<file path="src/lbc_pkg.sv">
package lbc_pkg;

   // Default width of the phase length fields
   localparam int TIME_WIDTH_DEF = 16;

   // Fixed item field widths
   localparam int OP_WIDTH    = 3;
   localparam int COUNT_WIDTH = 8;

   // Configuration port
   localparam int CSR_ADDR_WIDTH = 3;
   localparam int CSR_DATA_WIDTH = 32;
   localparam int MODE_WIDTH     = 2;
   localparam logic [CSR_ADDR_WIDTH-1:0] CSR_ADDR_LED_MODE = 3'd0;

   // LED mode register codes
   localparam logic [MODE_WIDTH-1:0] MODE_OFF   = 2'd0;
   localparam logic [MODE_WIDTH-1:0] MODE_ON    = 2'd1;
   localparam logic [MODE_WIDTH-1:0] MODE_RELAY = 2'd2;
   localparam logic [MODE_WIDTH-1:0] MODE_RESET = MODE_RELAY;

   // Request operations
   typedef enum logic [OP_WIDTH-1:0] {
      OP_TICK        = 3'd0,
      OP_BLINK_START = 3'd1,
      OP_BLINK_STOP  = 3'd2,
      OP_LIGHT_ON    = 3'd3,
      OP_LIGHT_OFF   = 3'd4
   } op_type;

   // Handshake between the input stage and the core
   typedef struct packed {
      logic valid;
      logic pop;
   } stage_ctl_type;

endpackage

</file>
<file path="src/lbc_csr.sv">
module lbc_csr (
   input  logic                                   clock,
   input  logic                                   reset,
   input  logic                                   csr_psel,
   input  logic                                   csr_penable,
   input  logic                                   csr_pwrite,
   input  logic [lbc_pkg::CSR_ADDR_WIDTH-1:0]     csr_paddr,
   input  logic [lbc_pkg::CSR_DATA_WIDTH-1:0]     csr_pwdata,
   output logic [lbc_pkg::CSR_DATA_WIDTH-1:0]     csr_prdata,
   output logic                                   csr_pready,
   output logic [lbc_pkg::MODE_WIDTH-1:0]         led_mode
);

   logic [lbc_pkg::MODE_WIDTH-1:0] mode_ff;
   logic [lbc_pkg::MODE_WIDTH-1:0] mode_in;
   logic                           wr_en;
   logic                           sel_mode;

   assign csr_pready = 1'b1;
   assign sel_mode   = (csr_paddr == lbc_pkg::CSR_ADDR_LED_MODE);
   assign wr_en      = csr_psel & csr_penable & csr_pwrite & csr_pready;

   // Mode register write
   always_comb begin
      mode_in = mode_ff;
      if (wr_en && sel_mode) begin
         mode_in = csr_pwdata[lbc_pkg::MODE_WIDTH-1:0];
      end
   end

   always_ff @(posedge clock) begin
      if (reset) begin
         mode_ff <= lbc_pkg::MODE_RESET;
      end else begin
         mode_ff <= mode_in;
      end
   end

   // Read back; unmapped addresses read zero
   always_comb begin
      csr_prdata = '0;
      if (sel_mode) begin
         csr_prdata = {{(lbc_pkg::CSR_DATA_WIDTH-lbc_pkg::MODE_WIDTH){1'b0}}, mode_ff};
      end
   end

   assign led_mode = mode_ff;

endmodule

</file>
<file path="src/lbc_in_stage.sv">
module lbc_in_stage #(
   parameter int DATA_WIDTH = 48
) (
   input  logic                           clock,
   input  logic                           reset,
   input  logic                           req_tvalid,
   output logic                           req_tready,
   input  logic [lbc_pkg::OP_WIDTH-1:0]   req_tuser,
   input  logic [DATA_WIDTH-1:0]          req_tdata,
   input  logic                           pop,
   output lbc_pkg::stage_ctl_type         ctl,
   output logic [lbc_pkg::OP_WIDTH-1:0]   op,
   output logic [DATA_WIDTH-1:0]          data
);

   logic                         valid_ff;
   logic                         valid_in;
   logic [lbc_pkg::OP_WIDTH-1:0] op_ff;
   logic [DATA_WIDTH-1:0]        data_ff;
   logic                         take;

   // Room when empty or when the held beat leaves this cycle
   assign req_tready = ~valid_ff | pop;
   assign take       = req_tvalid & req_tready;

   always_comb begin
      valid_in = valid_ff;
      if (take) begin
         valid_in = 1'b1;
      end else if (pop) begin
         valid_in = 1'b0;
      end
   end

   always_ff @(posedge clock) begin
      if (reset) begin
         valid_ff <= 1'b0;
      end else begin
         valid_ff <= valid_in;
      end
   end

   // Payload needs no reset
   always_ff @(posedge clock) begin
      if (take) begin
         op_ff   <= req_tuser;
         data_ff <= req_tdata;
      end
   end

   assign ctl.valid = valid_ff;
   assign ctl.pop   = pop;
   assign op        = op_ff;
   assign data      = data_ff;

endmodule

</file>
<file path="src/lbc_core.sv">
module lbc_core #(
   parameter int TIME_WIDTH = lbc_pkg::TIME_WIDTH_DEF
) (
   input  logic                              clock,
   input  logic                              reset,
   input  lbc_pkg::stage_ctl_type            in_ctl,
   output logic                              pop,
   input  logic [lbc_pkg::OP_WIDTH-1:0]      op,
   input  logic [lbc_pkg::COUNT_WIDTH-1:0]   blink_count,
   input  logic [TIME_WIDTH-1:0]             on_ticks,
   input  logic [TIME_WIDTH-1:0]             off_ticks,
   input  logic                              onoff_attr,
   input  logic                              relay_on,
   input  logic [lbc_pkg::MODE_WIDTH-1:0]    led_mode,
   output logic                              rsp_tvalid,
   input  logic                              rsp_tready,
   output logic                              led_level,
   output logic                              blink_active
);

   localparam logic [TIME_WIDTH-1:0] TICK_ONE = TIME_WIDTH'(1);
   localparam logic [lbc_pkg::COUNT_WIDTH-1:0] COUNT_ONE = lbc_pkg::COUNT_WIDTH'(1);

   logic                            blinking_ff, blinking_in;
   logic                            phase_ff, phase_in;
   logic                            orig_ff, orig_in;
   logic [lbc_pkg::COUNT_WIDTH-1:0] left_ff, left_in;
   logic [TIME_WIDTH-1:0]           on_ff, on_in;
   logic [TIME_WIDTH-1:0]           off_ff, off_in;
   logic [TIME_WIDTH-1:0]           cd_ff, cd_in;
   logic                            led_ff, led_in;
   logic                            out_valid_ff, out_valid_in;
   logic                            step;
   logic                            mode_led;
   logic                            mode_sets;
   logic [TIME_WIDTH-1:0]           start_len;
   logic [TIME_WIDTH-1:0]           next_len;

   // Item moves on when the result register is free or being drained
   assign step = in_ctl.valid & (~out_valid_ff | rsp_tready);
   assign pop  = step;

   // LED level dictated by the mode; mode 3 leaves the LED alone
   always_comb begin
      mode_sets = 1'b1;
      mode_led  = led_ff;
      case (led_mode)
         lbc_pkg::MODE_OFF:   mode_led = 1'b0;
         lbc_pkg::MODE_ON:    mode_led = 1'b1;
         lbc_pkg::MODE_RELAY: mode_led = relay_on;
         default:             mode_sets = 1'b0;
      endcase
   end

   // Phase lengths, zero counts as one tick
   always_comb begin
      start_len = onoff_attr ? off_ticks : on_ticks;
      if (start_len == '0) begin
         start_len = TICK_ONE;
      end
      next_len = phase_ff ? off_ff : on_ff;
      if (next_len == '0) begin
         next_len = TICK_ONE;
      end
   end

   // State update for one item
   always_comb begin
      blinking_in = blinking_ff;
      phase_in    = phase_ff;
      orig_in     = orig_ff;
      left_in     = left_ff;
      on_in       = on_ff;
      off_in      = off_ff;
      cd_in       = cd_ff;
      led_in      = led_ff;
      if (step) begin
         unique case (lbc_pkg::op_type'(op))
            lbc_pkg::OP_TICK: begin
               if (blinking_ff) begin
                  if (cd_ff > TICK_ONE) begin
                     cd_in = cd_ff - TICK_ONE;
                  end else if (phase_ff == orig_ff && left_ff <= COUNT_ONE) begin
                     // last blink used up
                     left_in     = '0;
                     blinking_in = 1'b0;
                     cd_in       = '0;
                     if (mode_sets) begin
                        led_in = mode_led;
                     end
                  end else begin
                     if (phase_ff == orig_ff) begin
                        left_in = left_ff - COUNT_ONE;
                     end
                     phase_in = ~phase_ff;
                     led_in   = ~phase_ff;
                     cd_in    = next_len;
                  end
               end
            end
            lbc_pkg::OP_BLINK_START: begin
               left_in = blink_count;
               if (!blinking_ff) begin
                  orig_in     = onoff_attr;
                  phase_in    = ~onoff_attr;
                  led_in      = ~onoff_attr;
                  on_in       = on_ticks;
                  off_in      = off_ticks;
                  cd_in       = start_len;
                  blinking_in = 1'b1;
               end
            end
            lbc_pkg::OP_BLINK_STOP: begin
               if (blinking_ff) begin
                  blinking_in = 1'b0;
                  left_in     = '0;
                  cd_in       = '0;
               end
               if (mode_sets) begin
                  led_in = mode_led;
               end
            end
            lbc_pkg::OP_LIGHT_ON: begin
               if (!blinking_ff && led_mode != lbc_pkg::MODE_OFF) begin
                  led_in = 1'b1;
               end
            end
            lbc_pkg::OP_LIGHT_OFF: begin
               if (!blinking_ff && led_mode != lbc_pkg::MODE_ON) begin
                  led_in = 1'b0;
               end
            end
            default: ;
         endcase
      end
   end

   always_ff @(posedge clock) begin
      if (reset) begin
         blinking_ff <= 1'b0;
         phase_ff    <= 1'b0;
         orig_ff     <= 1'b0;
         left_ff     <= '0;
         on_ff       <= '0;
         off_ff      <= '0;
         cd_ff       <= '0;
         led_ff      <= 1'b0;
      end else begin
         blinking_ff <= blinking_in;
         phase_ff    <= phase_in;
         orig_ff     <= orig_in;
         left_ff     <= left_in;
         on_ff       <= on_in;
         off_ff      <= off_in;
         cd_ff       <= cd_in;
         led_ff      <= led_in;
      end
   end

   // Result register: the state registers double as the result payload
   always_comb begin
      out_valid_in = out_valid_ff;
      if (step) begin
         out_valid_in = 1'b1;
      end else if (rsp_tready) begin
         out_valid_in = 1'b0;
      end
   end

   always_ff @(posedge clock) begin
      if (reset) begin
         out_valid_ff <= 1'b0;
      end else begin
         out_valid_ff <= out_valid_in;
      end
   end

   assign rsp_tvalid   = out_valid_ff;
   assign led_level    = led_ff;
   assign blink_active = blinking_ff;

endmodule

</file>
<file path="src/led_blink_controller.sv">
// LED blink controller.
// Path: request beat -> input register -> state/result register -> result beat.
// One request per cycle unless a result beat is stalled; the state update is combinational.
// Reset (synchronous, active high) stops blinking, turns the LED off, empties both
// registers and sets the LED mode to follow the relay.
module led_blink_controller #(
   parameter int TIME_WIDTH = lbc_pkg::TIME_WIDTH_DEF
) (
   input  logic                                clock,
   input  logic                                reset,
   // request
   input  logic                                req_tvalid,
   output logic                                req_tready,
   // tuser: operation[2:0]
   input  logic [lbc_pkg::OP_WIDTH-1:0]        req_tuser,
   // tdata: blink_count[7:0], on_ticks, off_ticks, onoff_attr, relay_on, zero pad
   input  logic [((lbc_pkg::COUNT_WIDTH+2*TIME_WIDTH+2+7)/8)*8-1:0] req_tdata,
   // result
   output logic                                rsp_tvalid,
   input  logic                                rsp_tready,
   // tdata: led_level[0], blink_active[1], zero pad
   output logic [7:0]                          rsp_tdata,
   // configuration
   input  logic                                csr_psel,
   input  logic                                csr_penable,
   input  logic                                csr_pwrite,
   input  logic [lbc_pkg::CSR_ADDR_WIDTH-1:0]  csr_paddr,
   input  logic [lbc_pkg::CSR_DATA_WIDTH-1:0]  csr_pwdata,
   output logic [lbc_pkg::CSR_DATA_WIDTH-1:0]  csr_prdata,
   output logic                                csr_pready
);

   localparam int REQ_BITS  = lbc_pkg::COUNT_WIDTH + 2*TIME_WIDTH + 2;
   localparam int REQ_WIDTH = ((REQ_BITS + 7) / 8) * 8;
   localparam int ON_LO     = lbc_pkg::COUNT_WIDTH;
   localparam int OFF_LO    = ON_LO + TIME_WIDTH;
   localparam int ATTR_BIT  = OFF_LO + TIME_WIDTH;
   localparam int RELAY_BIT = ATTR_BIT + 1;

   lbc_pkg::stage_ctl_type           in_ctl;
   logic                             pop;
   logic [lbc_pkg::OP_WIDTH-1:0]     op;
   logic [REQ_WIDTH-1:0]             data;
   logic [lbc_pkg::MODE_WIDTH-1:0]   led_mode;
   logic                             led_level;
   logic                             blink_active;

   lbc_csr u_csr (
      .clock       (clock),
      .reset       (reset),
      .csr_psel    (csr_psel),
      .csr_penable (csr_penable),
      .csr_pwrite  (csr_pwrite),
      .csr_paddr   (csr_paddr),
      .csr_pwdata  (csr_pwdata),
      .csr_prdata  (csr_prdata),
      .csr_pready  (csr_pready),
      .led_mode    (led_mode)
   );

   lbc_in_stage #(
      .DATA_WIDTH (REQ_WIDTH)
   ) u_in_stage (
      .clock      (clock),
      .reset      (reset),
      .req_tvalid (req_tvalid),
      .req_tready (req_tready),
      .req_tuser  (req_tuser),
      .req_tdata  (req_tdata),
      .pop        (pop),
      .ctl        (in_ctl),
      .op         (op),
      .data       (data)
   );

   lbc_core #(
      .TIME_WIDTH (TIME_WIDTH)
   ) u_core (
      .clock        (clock),
      .reset        (reset),
      .in_ctl       (in_ctl),
      .pop          (pop),
      .op           (op),
      .blink_count  (data[lbc_pkg::COUNT_WIDTH-1:0]),
      .on_ticks     (data[ON_LO +: TIME_WIDTH]),
      .off_ticks    (data[OFF_LO +: TIME_WIDTH]),
      .onoff_attr   (data[ATTR_BIT]),
      .relay_on     (data[RELAY_BIT]),
      .led_mode     (led_mode),
      .rsp_tvalid   (rsp_tvalid),
      .rsp_tready   (rsp_tready),
      .led_level    (led_level),
      .blink_active (blink_active)
   );

   assign rsp_tdata = {6'b0, blink_active, led_level};

endmodule
</file>
<file path="config.mk">
export PLATFORM = sky130hd
export DESIGN_NAME = led_blink_controller
export DESIGN_NICKNAME = d
export VERILOG_FILES = /design/src/lbc_pkg.sv /design/src/lbc_csr.sv /design/src/lbc_in_stage.sv /design/src/lbc_core.sv /design/src/led_blink_controller.sv
export SDC_FILE = /design/constraint.sdc
export NUM_CORES = 1
export LEC_CHECK = 0
export ABC_AREA = 1
export BUFFER_PORTS_ARGS = -buffer_cell sky130_fd_sc_hd__buf_2
export CAP_MARGIN = 20
export CORE_MARGIN = 4
export CORE_UTILIZATION = 35
export DETAILED_ROUTE_END_ITERATION = 10
export PLACE_DENSITY_LB_ADDON = 0.08
export SLEW_MARGIN = 20
export SYNTH_ARGS = -nofsm -noshare
export SYNTH_HDL_FRONTEND = slang
export SYNTH_SLANG_ARGS = --single-unit
</file>
<file path="constraint.sdc">
create_clock -name clock -period 1.95 [get_ports clock]
set_input_delay 0.0975 -clock clock [delete_from_list [all_inputs] [get_ports clock]]
set_output_delay 0.0975 -clock clock [all_outputs]
set_load 0.005 [all_outputs]
</file>
### Yosys cells after proc, flatten, opt, wreduce, memory -nomap -nowiden

Cells that the tools add are included.

* reduce and logical (&&, ||, !) cells: 23
* $lt $le $gt $ge: 2
* add/subtract/negate cells: 2
* bitwise logic cells: 11
* equality and inequality tests: 16
* multiplexer cells: 39

Operators with widths (number)
* $mux W16: 9
* $pmux W16 S3: 1
* $mux W8: 5
* $logic_not A16 Y1: 2
* $pmux W8 S3: 1
* $mux W1: 18
* $gt A16 B1 Y1 const B: 1
* $sub A16 B1 Y16 const B: 1
* $reduce_and A6 Y1: 2
* $ne A2 B1 Y1 const B: 5
* $le A8 B1 Y1 const B: 1
* $reduce_bool A2 Y1: 4
* $sub A8 B1 Y8 const B: 1
* $reduce_and A7 Y1: 1
* $eq A3 B2 Y1 const B: 2
* $logic_not A3 Y1: 2
* $ne A2 B2 Y1 const B: 3
* $pmux W1 S3: 2
* $not A1 Y1: 5
* $pmux W1 S5: 1
* $reduce_and A5 Y1: 1
* $reduce_bool A5 Y1: 1
* $and A1 B1 Y1: 4
* $logic_and A1 B1 Y1: 4
* 15 further kinds: 16

* flip-flop bits (word level): 109
* input bits: 93
* logic and storage cells: 106

### Longest topological paths before layout

* depth after elaboration: 8
* gate-level depth with buffers: 14
* depth with buffers taken out: 12

### Hierarchy

From an unflattened synthesis, not the netlist that was laid out.

* cell total of the unflattened synthesis: 783
* area, all modules: 6040.8 um^2

By module, submodules not included
* lbc_core: cells each 658, instances 1, area an instance 4007.6 um^2
* lbc_in_stage: cells each 59, instances 1, area an instance 1594.0 um^2
* lbc_csr: cells each 57, instances 1, area an instance 375.4 um^2
* led_blink_controller: cells each 9, instances 1, area an instance 63.8 um^2

### Least setup slack after synthesis

No wires, ideal clock.

* kind: reg2reg
* start: register u_core.out_valid_ff (netlist: u_core.rsp_tvalid)
* end: register u_in_stage.data_ff[0] (netlist: u_in_stage.data[0]) (enable)
* library setup time: 0.399 ns
* setup slack: 0.137 ns
* required time: 1.551 ns
* stages on the path, launching flop included: 4
* period minus slack after synthesis: 1.813 ns
* arrival time: 1.414 ns
* path through: dfxtp_1 nand3_1 nand2_1 inv_1

* word-level cells in the longest chain between the ends: 5

RTL lines
* from (decl): line lbc_core.sv:32 `logic out_valid_ff, out_valid_in;`
* from (signal assigned): line lbc_core.sv:174 `out_valid_ff <= out_valid_in;`
* $not A1 Y1: line lbc_core.sv:40 `assign step = in_ctl.valid & (~out_valid_ff | rsp_tready);`
* $or A1 B1 Y1: line lbc_core.sv:40
* $and A1 B1 Y1: line lbc_core.sv:40
* $or A1 B1 Y1: line lbc_in_stage.sv:23 `assign req_tready = ~valid_ff | pop;`
* via req_tready: line led_blink_controller.sv:13 `output logic req_tready,`
* $and A1 B1 Y1: line lbc_in_stage.sv:24 `assign take = req_tvalid & req_tready;`
* via u_in_stage.take: line lbc_in_stage.sv:20 `logic take;`
* to (signal assigned): line lbc_in_stage.sv:47 `data_ff <= req_tdata;`
* to (decl): line lbc_in_stage.sv:19 `logic [DATA_WIDTH-1:0] data_ff;`

The timed path passes the listed nets, and every way through them passes these cells.
A chain may end at the register's enable or synchronous reset.

### Worst setup path after layout

* start: register u_core.cd_ff[1]
* end: register u_core.left_ff[7] (netlist name)

* word-level cells in the longest chain between the ends: 3

RTL lines
* from (decl): line lbc_core.sv:30 `logic [TIME_WIDTH-1:0] cd_ff, cd_in;`
* from (signal assigned): line lbc_core.sv:155 `cd_ff <= cd_in;`
* $gt A16 B1 Y1: line lbc_core.sv:81 `if (cd_ff > TICK_ONE) begin`
* $ne A2 B2 Y1 (no source line)
* $reduce_and A6 Y1 (no source line)
* to (signal assigned): line lbc_core.sv:152 `left_ff <= left_in;`
* to (decl): line lbc_core.sv:27 `logic [lbc_pkg::COUNT_WIDTH-1:0] left_ff, left_in;`

Every way passes these cells.

==> flow_summary.yaml <==
status:
  status: "completed"
power_and_ir_drop:
  peakVddDrop_mv: 0.694
  static-leakage-power_nw: 3.18
  power_density_nw_per_um2: 754
  fin_total_pwr_mw: 5.32
sta:
  finalSetupTns_ns: 0
  slew_violations: 0
  fmax_ghz: 0.556
  finalHoldViolCount: 0
  skew_ns: 0.00587
  setup_viol: 0
  max-slew-margin-rel: 0.587
  finalCriticalPeriod_ns: 1.80
  rsz0062_at_grt: "no"
  post-route-period-util: 0.923
  setup_ws_ns: 0.151
  tightest_slew_ns: 0.619
floorplanning:
  io_pins: 136
  chipWidth_um: 138
  core_sq_um: 16600
  rows: 47
  die_area_sq_um: 19200
  die_y_um: 138
  floorplan.initialDensity: 0.358
clock_tree:
  cts.htree.levels: 3
  cts_root_buf: "clkbuf_16"
  insertion_delay_ns: 0.35
  cts.clk_slew.worst_paths_ns: 0.07
  clock_sinks: 109
  cts_tree: "built"
  clock_path_buffers: 2
  cts_buffers: 9
placed_design:
  dp.cells: 1035
  numPortBuffers: 62
  gp_congestion: 0.805
  dp.final_hpwl_mm: 10.3
  pre_cts_ws_ns: 0.167
global_route:
  antenna_found_initial: 0
  grt.total_usage: 0.152
  grt_pass1_vias: 4686
  overflow: 0
  grt_pass1_wl_mm: 23.9
  grt_max_degree: 59
yosys:
  seq_area_frac_synth: 0.442
  synth_warnings: 0
  netlist_instances: 772
  synth_seq_cells: 109
  postSynthAreaPerCell_sq_um: 7.71
  synth_cell_type_count: 43
  syn_area_sq_um: 5950
min_path:
  hp-class: "in -> reg"
  holdPathStages: 2
  min_to: "u_core.left_ff[1]"
  hold_start: "reset"
worst_setup_path:
  critPathKind: "reg -> reg"
  cp_max_fo: 9
  worst_r2r_endpoint: "u_core.left_ff[7]"
  reg2reg_slack_ns: 0.15
  worst_path_most_repeated_cell: "o21ai_1"
  reg2reg_from: "u_core.cd_ff[1]"
  crit_required_ns: 2.20
  worstRegToRegCells: 10
  critPathCaptureType: "register"
  cp_slowest_cell: "dfxtp_1"
  worstPathCellList: "inv_1, ha_1, o21ai_1, nor2_1, nand2_1, nand3_2, nand2_4, inv_6, o21ai_1, a21oi_2"
  crit_arrival_ns: 2.05
  slowest_delay_ns: 0.36
  start_kind: "register"
drt:
  drt_wl_total_mm: 14.8
  drt-initial-drc-count: 266
  avgRoutedWirePerCell_um: 13.5
  avgViaCountPerCell: 4.58
  antenna_left: 0
  drc_errors: 0
  vias: 5024
  drt-pass1-iter-count: 5
final_layout:
  final_cell_mix: "201 x nand2_1, 118 x nor2_1, 64 x dfxtp_1"
  layout-drive-gt1-share: 0.165
  layout.cells.non_filler: 1098
  nNetsFinal: 970
  final_common_cell: "nand2_1"
  n_antenna_cell: 0
  syn_to_final_growth_pct: 18.6
  fin_util: 0.424
flow_run:
  drv_cap: 0
-- where the power goes --
part / leakage [nW] / internal, mW / switching (mW)
Clock: 0.135 / 0.913 / 0.853
Combinational: 2.09 / 0.388 / 0.630
Sequential: 0.958 / 2.47 / 0.0669
Total: 3.18 / 3.77 / 1.55
-- per-stage QoR --
stage	hold WS (ns)	area, sq um
after floorplan	0.160	6080
after global placement	0.274	6300
after detailed placement	0.276	6300
after CTS	0.00441	7050
after global routing	0.0201	7060
final	0.0167	7060
-- layer usage --
layer,GRT usage,routed length (um),share of wire
met5,0,0,0
met4,0.0437,199,0.013
met3,0.0173,599,0.040
met2,0.235,6510,0.44
met1,0.224,7510,0.51
-- worst max-delay path by stage --
stage / start / to / cells after the start
6_report: u_core.cd_ff[1] / u_core.left_ff[7] / 10
5_1_grt: u_core.left_ff[1] / u_core.cd_ff[13] / 11
4_1_cts: u_core.cd_ff[1] / u_core.left_ff[7] / 10
3_5_place_dp: u_core.cd_ff[1] / u_core.left_ff[7] / 10
3_3_place_gp: u_core.cd_ff[1] / u_core.left_ff[0] / 10
2_1_floorplan: u_core.rsp_tvalid / u_in_stage.data[0] / 3
-- timing repair --
action	4_1_cts	5_1_grt
resized for setup	0	1
hold buffers	47	0
setup endpoints to repair	0	6
setup buffers	0	0
hold endpoints to repair	47	0
-- synthesized netlist by cell type, drive strengths merged --
library cell / n / area, sq um
a21oi: 59 / 367
a31oi: 2 / 12.5
buf: 60 / 454
clkbuf: 6 / 25.0
clkinv: 1 / 8.76
conb: 2 / 7.51
dfxtp: 64 / 1280
edfxtp: 45 / 1350
ha: 4 / 50.1
inv: 60 / 238
nand2: 209 / 817
nand3: 26 / 148
nand4: 5 / 31.3
nor2: 129 / 551
nor3: 5 / 41.3
o2111ai: 1 / 26.3
o211ai: 1 / 7.51
o21ai: 79 / 418
or2: 1 / 6.26
or3: 1 / 6.26
xnor2: 3 / 26.3
xor2: 9 / 78.8
-- worst max-delay path: cells and delay by family, from the launching register on --
family	cells	cell delay (ns)
buffers and inverters	2	0.14
adder cells (fa/ha/maj)	1	0.26
flip-flops	1	0.36
AND/OR/NAND/NOR	4	0.58
AO/OA/AOI/OAI	3	0.35
-- cells by family after synthesis --
logic type / count (synthesis) / share of synthesized area
buf+inv: 127 / 0.122
flops: 109 / 0.442
xor+xnor: 12 / 0.0177
compound gates: 142 / 0.140
other cells: 2 / 0.00126
fa+ha+maj: 4 / 0.00841
simple gates: 376 / 0.269
-- final cells by class --
class	instances	area [sq um]
tap	220	275
fill	1725	9590
timing repair buffer	121	896
multi-input combinational	571	2730
inverter	61	246
clock buffer	12	246
sequential	109	2630
clock inverter	4	32.5
-- registers in the layout, indices dropped and copies added (netlist names) --
signal / cells
u_core.orig_ff: 1
u_core.left_ff: 8
u_core.blink_active: 1
u_in_stage.op: 3
u_core.phase_ff: 1
u_core.rsp_tvalid: 1
u_core.cd_ff: 16
u_in_stage.valid_ff: 1
u_core.off_ff: 16
u_csr.led_mode: 2
u_core.led_level: 1
u_in_stage.data: 42
u_core.on_ff: 16
(Power assumes the default switching activity.)
